--- src/design/pov_pkg.sv ---
// Package for the persistence-of-vision sweep controller.
// Holds the shared types, codes and reset constants. No dependencies.

package pov_pkg;

    // Default number of bitmap columns
    localparam int COLUMNS_DEF = 48;

    // Field widths
    localparam int OPCODE_W  = 2;
    localparam int ACCEL_W   = 8;
    localparam int ADDR_W    = 6;
    localparam int PIXEL_W   = 8;
    localparam int THRESH_W  = 7;
    localparam int RELOAD_W  = 8;
    localparam int TICKS_W   = 16;
    localparam int CFG_IDX_W = 2;
    localparam int CFG_DATA_W = 8;

    // Configuration register indexes
    localparam logic [CFG_IDX_W-1:0] CFG_SWING_THRESHOLD      = 2'd0;
    localparam logic [CFG_IDX_W-1:0] CFG_FIXED_RATE_ENABLE    = 2'd1;
    localparam logic [CFG_IDX_W-1:0] CFG_FIXED_RELOAD         = 2'd2;
    localparam logic [CFG_IDX_W-1:0] CFG_BIDIRECTIONAL_ENABLE = 2'd3;

    // Reset values
    localparam logic [THRESH_W-1:0] THRESH_RESET = 7'd20;
    localparam logic [RELOAD_W-1:0] RELOAD_RESET = 8'd178;

    // Reload acceptance window (exclusive bounds)
    localparam logic [RELOAD_W-1:0] RELOAD_MIN = 8'd40;
    localparam logic [RELOAD_W-1:0] RELOAD_MAX = 8'd225;

    // Filter rail that disables extreme detection
    localparam logic signed [ACCEL_W-1:0] FILTER_RAIL = 8'sd127;

    // Divide by 10 via reciprocal: exact for magnitudes up to 2047
    localparam logic [12:0] DIV10_MUL   = 13'd6554;
    localparam int          DIV10_SHIFT = 16;

    typedef enum logic [OPCODE_W-1:0] {
        OP_SAMPLE = 2'd0,
        OP_TICK   = 2'd1,
        OP_WRITE  = 2'd2
    } t_opcode;

    typedef struct packed {
        t_opcode                     opcode;
        logic signed [ACCEL_W-1:0]   accel_sample;
        logic [ADDR_W-1:0]           column_address;
        logic [PIXEL_W-1:0]          column_data;
    } t_item;

    typedef struct packed {
        logic                        column_valid;
        logic [PIXEL_W-1:0]          column_pixels;
        logic                        sweep_direction;
        logic signed [ACCEL_W-1:0]   filtered_accel;
        logic [RELOAD_W-1:0]         column_reload;
    } t_result;

    typedef struct packed {
        logic [THRESH_W-1:0]         swing_threshold;
        logic                        fixed_rate_enable;
        logic [RELOAD_W-1:0]         fixed_reload;
        logic                        bidirectional_enable;
    } t_cfg;

    // Column store write request
    typedef struct packed {
        logic                        en;
        logic [ADDR_W-1:0]           addr;
        logic [PIXEL_W-1:0]          data;
    } t_store_wr;

endpackage

--- src/design/pov_if.sv ---
// Channel interfaces: item input, result output and configuration write.
// Depends on pov_pkg.

interface pov_item_if;
    import pov_pkg::*;

    logic                      valid;
    logic                      ready;
    logic [OPCODE_W-1:0]       opcode;
    logic signed [ACCEL_W-1:0] accel_sample;
    logic [ADDR_W-1:0]         column_address;
    logic [PIXEL_W-1:0]        column_data;

    modport source (output valid, opcode, accel_sample, column_address, column_data,
                    input ready);
    modport sink   (input valid, opcode, accel_sample, column_address, column_data,
                    output ready);
endinterface

interface pov_result_if;
    import pov_pkg::*;

    logic                      valid;
    logic                      ready;
    logic                      column_valid;
    logic [PIXEL_W-1:0]        column_pixels;
    logic                      sweep_direction;
    logic signed [ACCEL_W-1:0] filtered_accel;
    logic [RELOAD_W-1:0]       column_reload;

    modport source (output valid, column_valid, column_pixels, sweep_direction,
                           filtered_accel, column_reload,
                    input ready);
    modport sink   (input valid, column_valid, column_pixels, sweep_direction,
                          filtered_accel, column_reload,
                    output ready);
endinterface

interface pov_cfg_if;
    import pov_pkg::*;

    logic                  valid;
    logic                  ready;
    logic [CFG_IDX_W-1:0]  index;
    logic [CFG_DATA_W-1:0] data;

    modport source (output valid, index, data, input ready);
    modport sink   (input valid, index, data, output ready);
endinterface

--- src/design/pov_cfg_regs.sv ---
// Configuration register file for the sweep controller.
// Depends on pov_pkg and pov_if.

module pov_cfg_regs (
    input  logic           i_clk,
    input  logic           i_rst_n,
    pov_cfg_if.sink        i_cfg,
    output pov_pkg::t_cfg  o_cfg
);
    import pov_pkg::*;

    t_cfg r_cfg;

    assign i_cfg.ready = 1'b1;
    assign o_cfg       = r_cfg;

    always_ff @(posedge i_clk) begin
        if (!i_rst_n) begin
            r_cfg.swing_threshold      <= THRESH_RESET;
            r_cfg.fixed_rate_enable    <= 1'b0;
            r_cfg.fixed_reload         <= RELOAD_RESET;
            r_cfg.bidirectional_enable <= 1'b1;
        end else if (i_cfg.valid) begin
            case (i_cfg.index)
                CFG_SWING_THRESHOLD:      r_cfg.swing_threshold <= i_cfg.data[THRESH_W-1:0];
                CFG_FIXED_RATE_ENABLE:    r_cfg.fixed_rate_enable <= i_cfg.data[0];
                CFG_FIXED_RELOAD:         r_cfg.fixed_reload <= i_cfg.data[RELOAD_W-1:0];
                CFG_BIDIRECTIONAL_ENABLE: r_cfg.bidirectional_enable <= i_cfg.data[0];
                default: ;
            endcase
        end
    end

endmodule

--- src/design/pov_column_store.sv ---
// Bitmap column memory with per-entry valid bits and a registered read port.
// Depends on pov_pkg.

module pov_column_store #(
    parameter int COLUMNS = pov_pkg::COLUMNS_DEF
) (
    input  logic                              i_clk,
    input  logic                              i_rst_n,
    input  pov_pkg::t_store_wr                i_wr,
    input  logic [$clog2(COLUMNS)-1:0]        i_rd_addr,
    output logic [pov_pkg::PIXEL_W-1:0]       o_rd_pixels
);
    import pov_pkg::*;

    localparam int COL_W = $clog2(COLUMNS);

    logic [PIXEL_W-1:0] r_mem [COLUMNS];
    logic [COLUMNS-1:0] r_valid;
    logic [PIXEL_W-1:0] r_rd_data;
    logic               r_rd_hit;
    logic [COL_W-1:0]   wr_addr;
    logic               fwd;

    assign wr_addr = i_wr.addr[COL_W-1:0];
    // write and read of the same entry in one cycle: pass the new data on
    assign fwd     = i_wr.en && (wr_addr == i_rd_addr);

    always_ff @(posedge i_clk) begin
        if (i_wr.en) begin
            r_mem[wr_addr] <= i_wr.data;
        end
        r_rd_data <= fwd ? i_wr.data : r_mem[i_rd_addr];
    end

    always_ff @(posedge i_clk) begin
        if (!i_rst_n) begin
            r_valid  <= '0;
            r_rd_hit <= 1'b0;
        end else begin
            if (i_wr.en) begin
                r_valid[wr_addr] <= 1'b1;
            end
            r_rd_hit <= fwd || r_valid[i_rd_addr];
        end
    end

    // never-written entries read as zero
    assign o_rd_pixels = r_rd_hit ? r_rd_data : '0;

endmodule

--- src/design/pov_sweep_core.sv ---
// Sweep state and single-item step logic: filter, swing detection, column timer.
// Depends on pov_pkg.

module pov_sweep_core #(
    parameter int COLUMNS = pov_pkg::COLUMNS_DEF
) (
    input  logic                          i_clk,
    input  logic                          i_rst_n,
    input  logic                          i_fire,
    input  pov_pkg::t_item                i_item,
    input  pov_pkg::t_cfg                 i_cfg,
    input  logic [pov_pkg::PIXEL_W-1:0]   i_rd_pixels,
    output pov_pkg::t_result              o_result,
    output pov_pkg::t_store_wr            o_wr,
    output logic [$clog2(COLUMNS)-1:0]    o_rd_addr
);
    import pov_pkg::*;

    localparam int COL_W = $clog2(COLUMNS);
    localparam logic [COL_W-1:0]  COL_LAST    = COL_W'(COLUMNS - 1);
    localparam logic [ADDR_W:0]   COLUMNS_EXT = (ADDR_W + 1)'(COLUMNS);

    logic signed [ACCEL_W-1:0] r_filter;
    logic                      r_lock;
    logic                      r_dir;
    logic [COL_W-1:0]          r_col;
    logic [RELOAD_W-1:0]       r_reload;
    logic [RELOAD_W-1:0]       r_timer;
    logic [TICKS_W-1:0]        r_sample_ticks;
    logic [7:0]                r_swing_ticks;

    logic signed [ACCEL_W-1:0] n_filter;
    logic                      n_lock;
    logic                      n_dir;
    logic [COL_W-1:0]          n_col;
    logic [RELOAD_W-1:0]       n_reload;
    logic [RELOAD_W-1:0]       n_timer;
    logic [TICKS_W-1:0]        n_sample_ticks;
    logic [7:0]                n_swing_ticks;

    logic signed [11:0]        sum;
    logic [10:0]               mag;
    logic [23:0]               prod;
    logic [7:0]                quot;
    logic signed [ACCEL_W-1:0] filt;
    logic signed [ACCEL_W-1:0] thr_pos;
    logic signed [ACCEL_W-1:0] thr_neg;
    logic [RELOAD_W-1:0]       cand;
    logic [RELOAD_W-1:0]       timer_inc;
    logic                      col_valid;
    logic [PIXEL_W-1:0]        col_pixels;

    // 9*f + x, then truncating divide by 10 on the magnitude
    always_comb begin
        sum  = ({{4{r_filter[7]}}, r_filter} <<< 3) + {{4{r_filter[7]}}, r_filter}
             + {{4{i_item.accel_sample[7]}}, i_item.accel_sample};
        mag  = sum[11] ? 11'(-sum) : sum[10:0];
        prod = 24'(mag) * 24'(DIV10_MUL);
        quot = prod[DIV10_SHIFT +: 8];
        filt = sum[11] ? 8'(-quot) : quot;
    end

    assign thr_pos   = {1'b0, i_cfg.swing_threshold};
    assign thr_neg   = -thr_pos;
    assign cand      = i_cfg.fixed_rate_enable ? i_cfg.fixed_reload
                     : 8'(9'd257 - {r_swing_ticks, 1'b0});
    assign timer_inc = r_timer + 8'd1;

    always_comb begin
        n_filter       = r_filter;
        n_lock         = r_lock;
        n_dir          = r_dir;
        n_col          = r_col;
        n_reload       = r_reload;
        n_timer        = r_timer;
        n_sample_ticks = r_sample_ticks;
        n_swing_ticks  = r_swing_ticks;
        col_valid      = 1'b0;
        col_pixels     = '0;
        o_wr           = '0;

        case (i_item.opcode)
            OP_SAMPLE: begin
                n_filter       = filt;
                n_sample_ticks = r_sample_ticks + 16'd1;
                // right extreme: restart sweep, maybe adopt new period
                if (filt > thr_pos && filt < FILTER_RAIL && !r_lock) begin
                    n_dir = 1'b0;
                    if (cand > RELOAD_MIN && cand < RELOAD_MAX) begin
                        n_reload = cand;
                    end
                    n_col          = '0;
                    n_sample_ticks = '0;
                    n_lock         = 1'b1;
                end
                // left extreme: remember half-swing length
                if (filt > -FILTER_RAIL && filt < thr_neg && r_lock) begin
                    n_dir         = 1'b1;
                    n_swing_ticks = n_sample_ticks[7:0];
                    n_lock        = 1'b0;
                end
            end
            OP_TICK: begin
                n_timer = timer_inc;
                if (timer_inc == '0) begin
                    col_valid  = 1'b1;
                    col_pixels = i_rd_pixels;
                    if (!r_dir) begin
                        if (r_col < COL_LAST) begin
                            n_col = r_col + COL_W'(1);
                        end
                    end else if (r_col != '0 && i_cfg.bidirectional_enable) begin
                        n_col = r_col - COL_W'(1);
                    end
                    n_timer = r_reload;
                end
            end
            OP_WRITE: begin
                o_wr.en   = i_fire && ({1'b0, i_item.column_address} < COLUMNS_EXT);
                o_wr.addr = i_item.column_address;
                o_wr.data = i_item.column_data;
            end
            default: ;
        endcase
    end

    assign o_rd_addr = i_fire ? n_col : r_col;

    always_comb begin
        o_result.column_valid    = col_valid;
        o_result.column_pixels   = col_pixels;
        o_result.sweep_direction = n_dir;
        o_result.filtered_accel  = n_filter;
        o_result.column_reload   = n_reload;
    end

    always_ff @(posedge i_clk) begin
        if (!i_rst_n) begin
            r_filter       <= '0;
            r_lock         <= 1'b0;
            r_dir          <= 1'b0;
            r_col          <= '0;
            r_reload       <= RELOAD_RESET;
            r_timer        <= RELOAD_RESET;
            r_sample_ticks <= '0;
            r_swing_ticks  <= '0;
        end else if (i_fire) begin
            r_filter       <= n_filter;
            r_lock         <= n_lock;
            r_dir          <= n_dir;
            r_col          <= n_col;
            r_reload       <= n_reload;
            r_timer        <= n_timer;
            r_sample_ticks <= n_sample_ticks;
            r_swing_ticks  <= n_swing_ticks;
        end
    end

endmodule

--- src/design/pov_column_sweep_sync.sv ---
// Persistence-of-vision sweep controller, top level.
// Path: an input transfer goes through the input reg, then the result reg, to result valid.
// Throughput: one item per cycle while the result sink stays ready; the step logic sits between the two registers.
// Reset: synchronous, active low; clears state, config to defaults, bitmap reads 0.
// Depends on pov_pkg, pov_if, pov_cfg_regs, pov_column_store, pov_sweep_core.

module pov_column_sweep_sync #(
    parameter int COLUMNS = pov_pkg::COLUMNS_DEF
) (
    input  logic          i_clk,
    input  logic          i_rst_n,
    pov_item_if.sink      i_item,
    pov_cfg_if.sink       i_cfg,
    pov_result_if.source  o_result
);
    import pov_pkg::*;

    localparam int COL_W = $clog2(COLUMNS);

    // Input register: holds the item whose step runs this cycle
    logic              r_in_valid;
    t_item             r_item;

    // Result register: one result per item, held until the sink takes it
    logic              r_out_valid;
    t_result           r_out;

    logic              advance;
    logic              fire;
    t_cfg              cfg;
    t_result           step_result;
    t_store_wr         store_wr;
    logic [COL_W-1:0]  rd_addr;
    logic [PIXEL_W-1:0] rd_pixels;

    // The result register frees up when empty or when its transfer completes;
    // the staged item then steps and moves into it.
    assign advance      = !r_out_valid || o_result.ready;
    assign fire         = r_in_valid && advance;
    assign i_item.ready = !r_in_valid || advance;

    always_ff @(posedge i_clk) begin
        if (!i_rst_n) begin
            r_in_valid  <= 1'b0;
            r_out_valid <= 1'b0;
        end else begin
            if (i_item.ready) begin
                r_in_valid <= i_item.valid;
            end
            if (advance) begin
                r_out_valid <= r_in_valid;
            end
        end
    end

    always_ff @(posedge i_clk) begin
        if (i_item.valid && i_item.ready) begin
            r_item.opcode         <= t_opcode'(i_item.opcode);
            r_item.accel_sample   <= i_item.accel_sample;
            r_item.column_address <= i_item.column_address;
            r_item.column_data    <= i_item.column_data;
        end
        if (fire) begin
            r_out <= step_result;
        end
    end

    pov_cfg_regs u_cfg_regs (
        .i_clk   (i_clk),
        .i_rst_n (i_rst_n),
        .i_cfg   (i_cfg),
        .o_cfg   (cfg)
    );

    // Bitmap memory; the read address is the column index the next item sees,
    // so the pixels are registered and ready when a timer wrap needs them.
    pov_column_store #(
        .COLUMNS (COLUMNS)
    ) u_store (
        .i_clk       (i_clk),
        .i_rst_n     (i_rst_n),
        .i_wr        (store_wr),
        .i_rd_addr   (rd_addr),
        .o_rd_pixels (rd_pixels)
    );

    pov_sweep_core #(
        .COLUMNS (COLUMNS)
    ) u_core (
        .i_clk       (i_clk),
        .i_rst_n     (i_rst_n),
        .i_fire      (fire),
        .i_item      (r_item),
        .i_cfg       (cfg),
        .i_rd_pixels (rd_pixels),
        .o_result    (step_result),
        .o_wr        (store_wr),
        .o_rd_addr   (rd_addr)
    );

    assign o_result.valid           = r_out_valid;
    assign o_result.column_valid    = r_out.column_valid;
    assign o_result.column_pixels   = r_out.column_pixels;
    assign o_result.sweep_direction = r_out.sweep_direction;
    assign o_result.filtered_accel  = r_out.filtered_accel;
    assign o_result.column_reload   = r_out.column_reload;

endmodule
--- src/flat_wrapper.sv ---
// flat-port wrapper written by rule: the top's interface ports become plain ports
module pov_column_sweep_sync_flat import pov_pkg::*;
#(
    parameter int COLUMNS = pov_pkg::COLUMNS_DEF
)
  (i_clk, i_rst_n, i_item_valid, i_item_opcode, i_item_accel_sample, i_item_column_address, i_item_column_data, i_item_ready, i_cfg_valid, i_cfg_index, i_cfg_data, i_cfg_ready, o_result_valid, o_result_column_valid, o_result_column_pixels, o_result_sweep_direction, o_result_filtered_accel, o_result_column_reload, o_result_ready);
  pov_item_if i_item_i ();
  pov_cfg_if i_cfg_i ();
  pov_result_if o_result_i ();
  input  logic i_clk;
  input  logic i_rst_n;
  input wire logic [$bits(i_item_i.valid)-1:0] i_item_valid;
  input wire logic [$bits(i_item_i.opcode)-1:0] i_item_opcode;
  input wire logic [$bits(i_item_i.accel_sample)-1:0] i_item_accel_sample;
  input wire logic [$bits(i_item_i.column_address)-1:0] i_item_column_address;
  input wire logic [$bits(i_item_i.column_data)-1:0] i_item_column_data;
  output wire logic [$bits(i_item_i.ready)-1:0] i_item_ready;
  input wire logic [$bits(i_cfg_i.valid)-1:0] i_cfg_valid;
  input wire logic [$bits(i_cfg_i.index)-1:0] i_cfg_index;
  input wire logic [$bits(i_cfg_i.data)-1:0] i_cfg_data;
  output wire logic [$bits(i_cfg_i.ready)-1:0] i_cfg_ready;
  output wire logic [$bits(o_result_i.valid)-1:0] o_result_valid;
  output wire logic [$bits(o_result_i.column_valid)-1:0] o_result_column_valid;
  output wire logic [$bits(o_result_i.column_pixels)-1:0] o_result_column_pixels;
  output wire logic [$bits(o_result_i.sweep_direction)-1:0] o_result_sweep_direction;
  output wire logic [$bits(o_result_i.filtered_accel)-1:0] o_result_filtered_accel;
  output wire logic [$bits(o_result_i.column_reload)-1:0] o_result_column_reload;
  input wire logic [$bits(o_result_i.ready)-1:0] o_result_ready;
  assign i_item_i.valid = i_item_valid;
  assign i_item_i.opcode = i_item_opcode;
  assign i_item_i.accel_sample = i_item_accel_sample;
  assign i_item_i.column_address = i_item_column_address;
  assign i_item_i.column_data = i_item_column_data;
  assign i_item_ready = i_item_i.ready;
  assign i_cfg_i.valid = i_cfg_valid;
  assign i_cfg_i.index = i_cfg_index;
  assign i_cfg_i.data = i_cfg_data;
  assign i_cfg_ready = i_cfg_i.ready;
  assign o_result_valid = o_result_i.valid;
  assign o_result_column_valid = o_result_i.column_valid;
  assign o_result_column_pixels = o_result_i.column_pixels;
  assign o_result_sweep_direction = o_result_i.sweep_direction;
  assign o_result_filtered_accel = o_result_i.filtered_accel;
  assign o_result_column_reload = o_result_i.column_reload;
  assign o_result_i.ready = o_result_ready;
  pov_column_sweep_sync #(.COLUMNS(COLUMNS)) u_core (.i_clk(i_clk), .i_rst_n(i_rst_n), .i_item(i_item_i), .i_cfg(i_cfg_i), .o_result(o_result_i));
endmodule
--- config.mk ---
export PLATFORM = sky130hd
export DESIGN_NAME = pov_column_sweep_sync_flat
export DESIGN_NICKNAME = d
export VERILOG_FILES = /design/src/design/pov_pkg.sv /design/src/design/pov_if.sv /design/src/design/pov_cfg_regs.sv /design/src/design/pov_column_store.sv /design/src/design/pov_sweep_core.sv /design/src/design/pov_column_sweep_sync.sv /design/src/flat_wrapper.sv
export SDC_FILE = /design/constraint.sdc
export NUM_CORES = 1
export LEC_CHECK = 0
export ABC_AREA = 1
export CORE_MARGIN = 2
export CORE_UTILIZATION = 64
export CTS_BUF_LIST = sky130_fd_sc_hd__clkbuf_8 sky130_fd_sc_hd__clkbuf_16
export CTS_CLUSTER_SIZE = 12
export DETAILED_ROUTE_END_ITERATION = 8
export DONT_BUFFER_PORTS = 1
export GPL_ROUTABILITY_DRIVEN = 0
export PLACE_DENSITY_LB_ADDON = 0.08
export SETUP_SLACK_MARGIN = 0.4
export SYNTH_ARGS = -nofsm -noshare
export SYNTH_HDL_FRONTEND = slang
export SYNTH_SLANG_ARGS = --single-unit
export TNS_END_PERCENT = 20
--- constraint.sdc ---
create_clock -name i_clk -period 10.7 [get_ports i_clk]
set_clock_uncertainty 0.05 [all_clocks]
set_input_delay 1.07 -clock i_clk [delete_from_list [all_inputs] [get_ports i_clk]]
set_output_delay 1.07 -clock i_clk [all_outputs]
set_load 0.005 [all_outputs]
==> impl_metrics.toml <==
[layout]
n_antenna_cell = 0
fillCellCount = 2998
area_growth_pct = 8.39
total_area_of_multi_input_combinational_cells_mm2 = 0.00975
layout.cells.most_common = "sky130_fd_sc_hd__edfxtp_1"
final_layout_size_suffix_gt1_frac = 0.0616
ff_latch_area_mm2 = 0.0154
layout.cells.most_common_list = "434 x sky130_fd_sc_hd__edfxtp_1, 378 x sky130_fd_sc_hd__inv_1, 227 x sky130_fd_sc_hd__nand2_1"
nNetsFinal = 2661

[worst_setup_path]
cp.required_ps = 11140
classification_of_the_worst_setup_path = "reg2reg"
worst_setup_path_start = "u_core.u_core.r_filter[3]"
worst_path_most_repeated_cell = "sky130_fd_sc_hd__nand2_1"
worst_path_largest_cell_delay_ps = 550
critPathSlowestCell = "sky130_fd_sc_hd__fa_1"
r2r_setup_slack_ps = 1080
ff2ff_path_depth = 57
crit_path_max_fo = 25
worstSetupEndpointType = "flop"
startpoint_type = "flop"
ff_to_ff_start = "u_core.u_core.r_filter[3]"
timing.critical_path.arrival_ps = 10060

[die]
die_width_um = 209
core_mm2 = 0.0411
die_height_um = 209
start_util = 0.652
num_rows = 74
num_io_pins = 68
design.die.area_mm2 = 0.0435

[drt]
drt_drc_violations_left = 0
remaining_antenna_violation_count = 0
viasPerCell = 6.05
routed_wirelength_mm = 63.3
wire_per_inst_um = 20.7
vias = 18500
first_pass_iters = 6
drt_iter0_markers = 1862

[timing]
report.final.hold_viol_count = 0
report.final.slew_viol_count = 0
timing_worst_slew_pin_value_ps = 1310
tns_ps = 0
rsz_0062_raised_after_global_routing = "no"
worst_slew_margin_rel = 0.125
finalCriticalPeriod_ps = 9620
setup_viol = 0
timing.fmax_mhz = 104
final.period_utilization = 0.899

[synthesis]
synthesis.instances = 2507
post_synth_num_cell_types = 56
synth.yosys.seq_area_share = 0.576
syn_avg_cell_area_um2 = 10.7
postSynth.asyncResetShare = 0
yosysWarningCount = 0
most_used_flip_flop_cell_after_synthesis = "sky130_fd_sc_hd__edfxtp_1"
ff_latch_count_synth = 554
netlist_area_mm2 = 0.0268
synth_enable_flop_cells = 434
synthesis.nets = 2683

[clock_network]
cts_made_buffers = 55
tritoncts = "built"
clockBufferDepth = 3
clkSinkCount = 554
cts.reportedPaths.clkPinSlew_ps = 70
clock_latency_ps = 620
cts-hold-fix-buffers = 0
cts_root_buffer = "sky130_fd_sc_hd__clkbuf_16"
cts.htree.levels = 2

[grt]
grt_first_pass_wirelength_mm = 98.7
antenna_found_initial = 2
groute.usage.overall = 0.293
globalRouteOverflowTotal = 0
largest_net_degree_at_the_start_of_global_routing = 84
number_of_global_route_vias_before_repair = 18100

[job]
max_cap_violations = 0

[hold_path]
worst_hold_path.num_cells = 1
min_delay_path_class = "reg2reg"
hold_path.startpoint = "u_core.u_store.r_valid[13]"

[placement]
numPortBuffers = 0
hpwl_mm = 41.0

[outcome]
run_status = "finished clean"
layer usage:
metal	track usage	wire (um)	up-vias
met1	0.400	26100	8866
met4	0.107	2110	4
met2	0.478	29900	827
met3	0.0470	5210	141
met5	0	23	-
li1	-	-	8700
critical path: cells and delay by family (launching register included):
| kind | cells | cell delay [ps] |
|---|---|---|
| flops | 1 | 390 |
| buf+inv | 10 | 840 |
| simple gates | 32 | 3390 |
| compound gates | 3 | 340 |
| xor+xnor | 2 | 300 |
| fa+ha+maj | 10 | 4170 |
registers in the layout, summed over array words and instances, names as in the netlist, 6 cells and up, named ones only:
name / flops
u_core.u_store.r_mem: 384
u_core.u_store.r_valid: 48
u_core.r_item: 24
u_core.u_cfg_regs.o_cfg: 17
u_core.o_result.column_pixels: 8
u_core.o_result.column_reload: 8
u_core.o_result.filtered_accel: 8
u_core.u_core.r_filter: 8
u_core.u_core.r_reload: 8
u_core.u_core.r_timer: 8
u_core.u_core.r_sample_ticks: 7
u_core.u_core.r_swing_ticks: 7
u_core.u_core.r_col: 6
repair_timing:
item / 4_1_cts / 5_1_grt
buffers inserted: 0 / 4
setup endpoints to repair: 0 / 9
gates resized for setup: 0 / 15
worst paths after layout:
kind / end
max reg2reg: u_core.u_store.r_rd_hit
min reg2reg: u_core.u_store.r_valid[13]
max: u_core.u_store.r_rd_hit
min: u_core.u_store.r_valid[13]
cell usage after synthesis (all sizes together) (10+ instances only):
library cell,count,area share
nand3,152,0.030
o211ai,104,0.029
o21a,36,0.010
buf,25,0.0047
edfxtp,434,0.49
nand4,10,0.0023
ha,99,0.046
a21oi,178,0.034
nor3,23,0.0043
mux2i,98,0.037
nand2,249,0.038
dfxtp,120,0.090
o21ai,220,0.042
xor2,39,0.014
inv,349,0.049
nor2,198,0.028
nand3b,12,0.0034
clkbuf,77,0.011
fa,38,0.028
area by class of cell:
type	count	area share
timing repair buffer	22	0.00569
tap	532	0.0229
multi-input combinational	1499	0.336
sequential	554	0.532
clock inverter	40	0.00556
clock buffer	63	0.0524
inverter	353	0.0458
through the flow:
step	worst slack, ps	hold WS [ps]	std cells	instance area [um^2]	utilization
6_report	1080	415	3063	29000	0.706
5_1_grt	389	435	3063	29000	0.706
4_1_cts	798	415	3058	28900	0.704
3_5_place_dp	848	395	2955	27200	0.663
3_3_place_gp	1160	388	2955	27200	0.663
2_1_floorplan	2010	374	2507	26800	-
logic make-up after synthesis:
| kind of cell | share of synthesized area |
|---|---|
| AND/OR/NAND/NOR | 0.106 |
| other | 0.000140 |
| buffers and inverters | 0.0649 |
| AO/OA/AOI/OAI | 0.125 |
| XOR/XNOR | 0.0168 |
| multiplexers | 0.0366 |
| flip-flops | 0.576 |
| adder cells (fa/ha/maj) | 0.0746 |
Power is not shown: default switching activity piles up to over one toggle a cycle in this logic, so the estimate is an artifact.
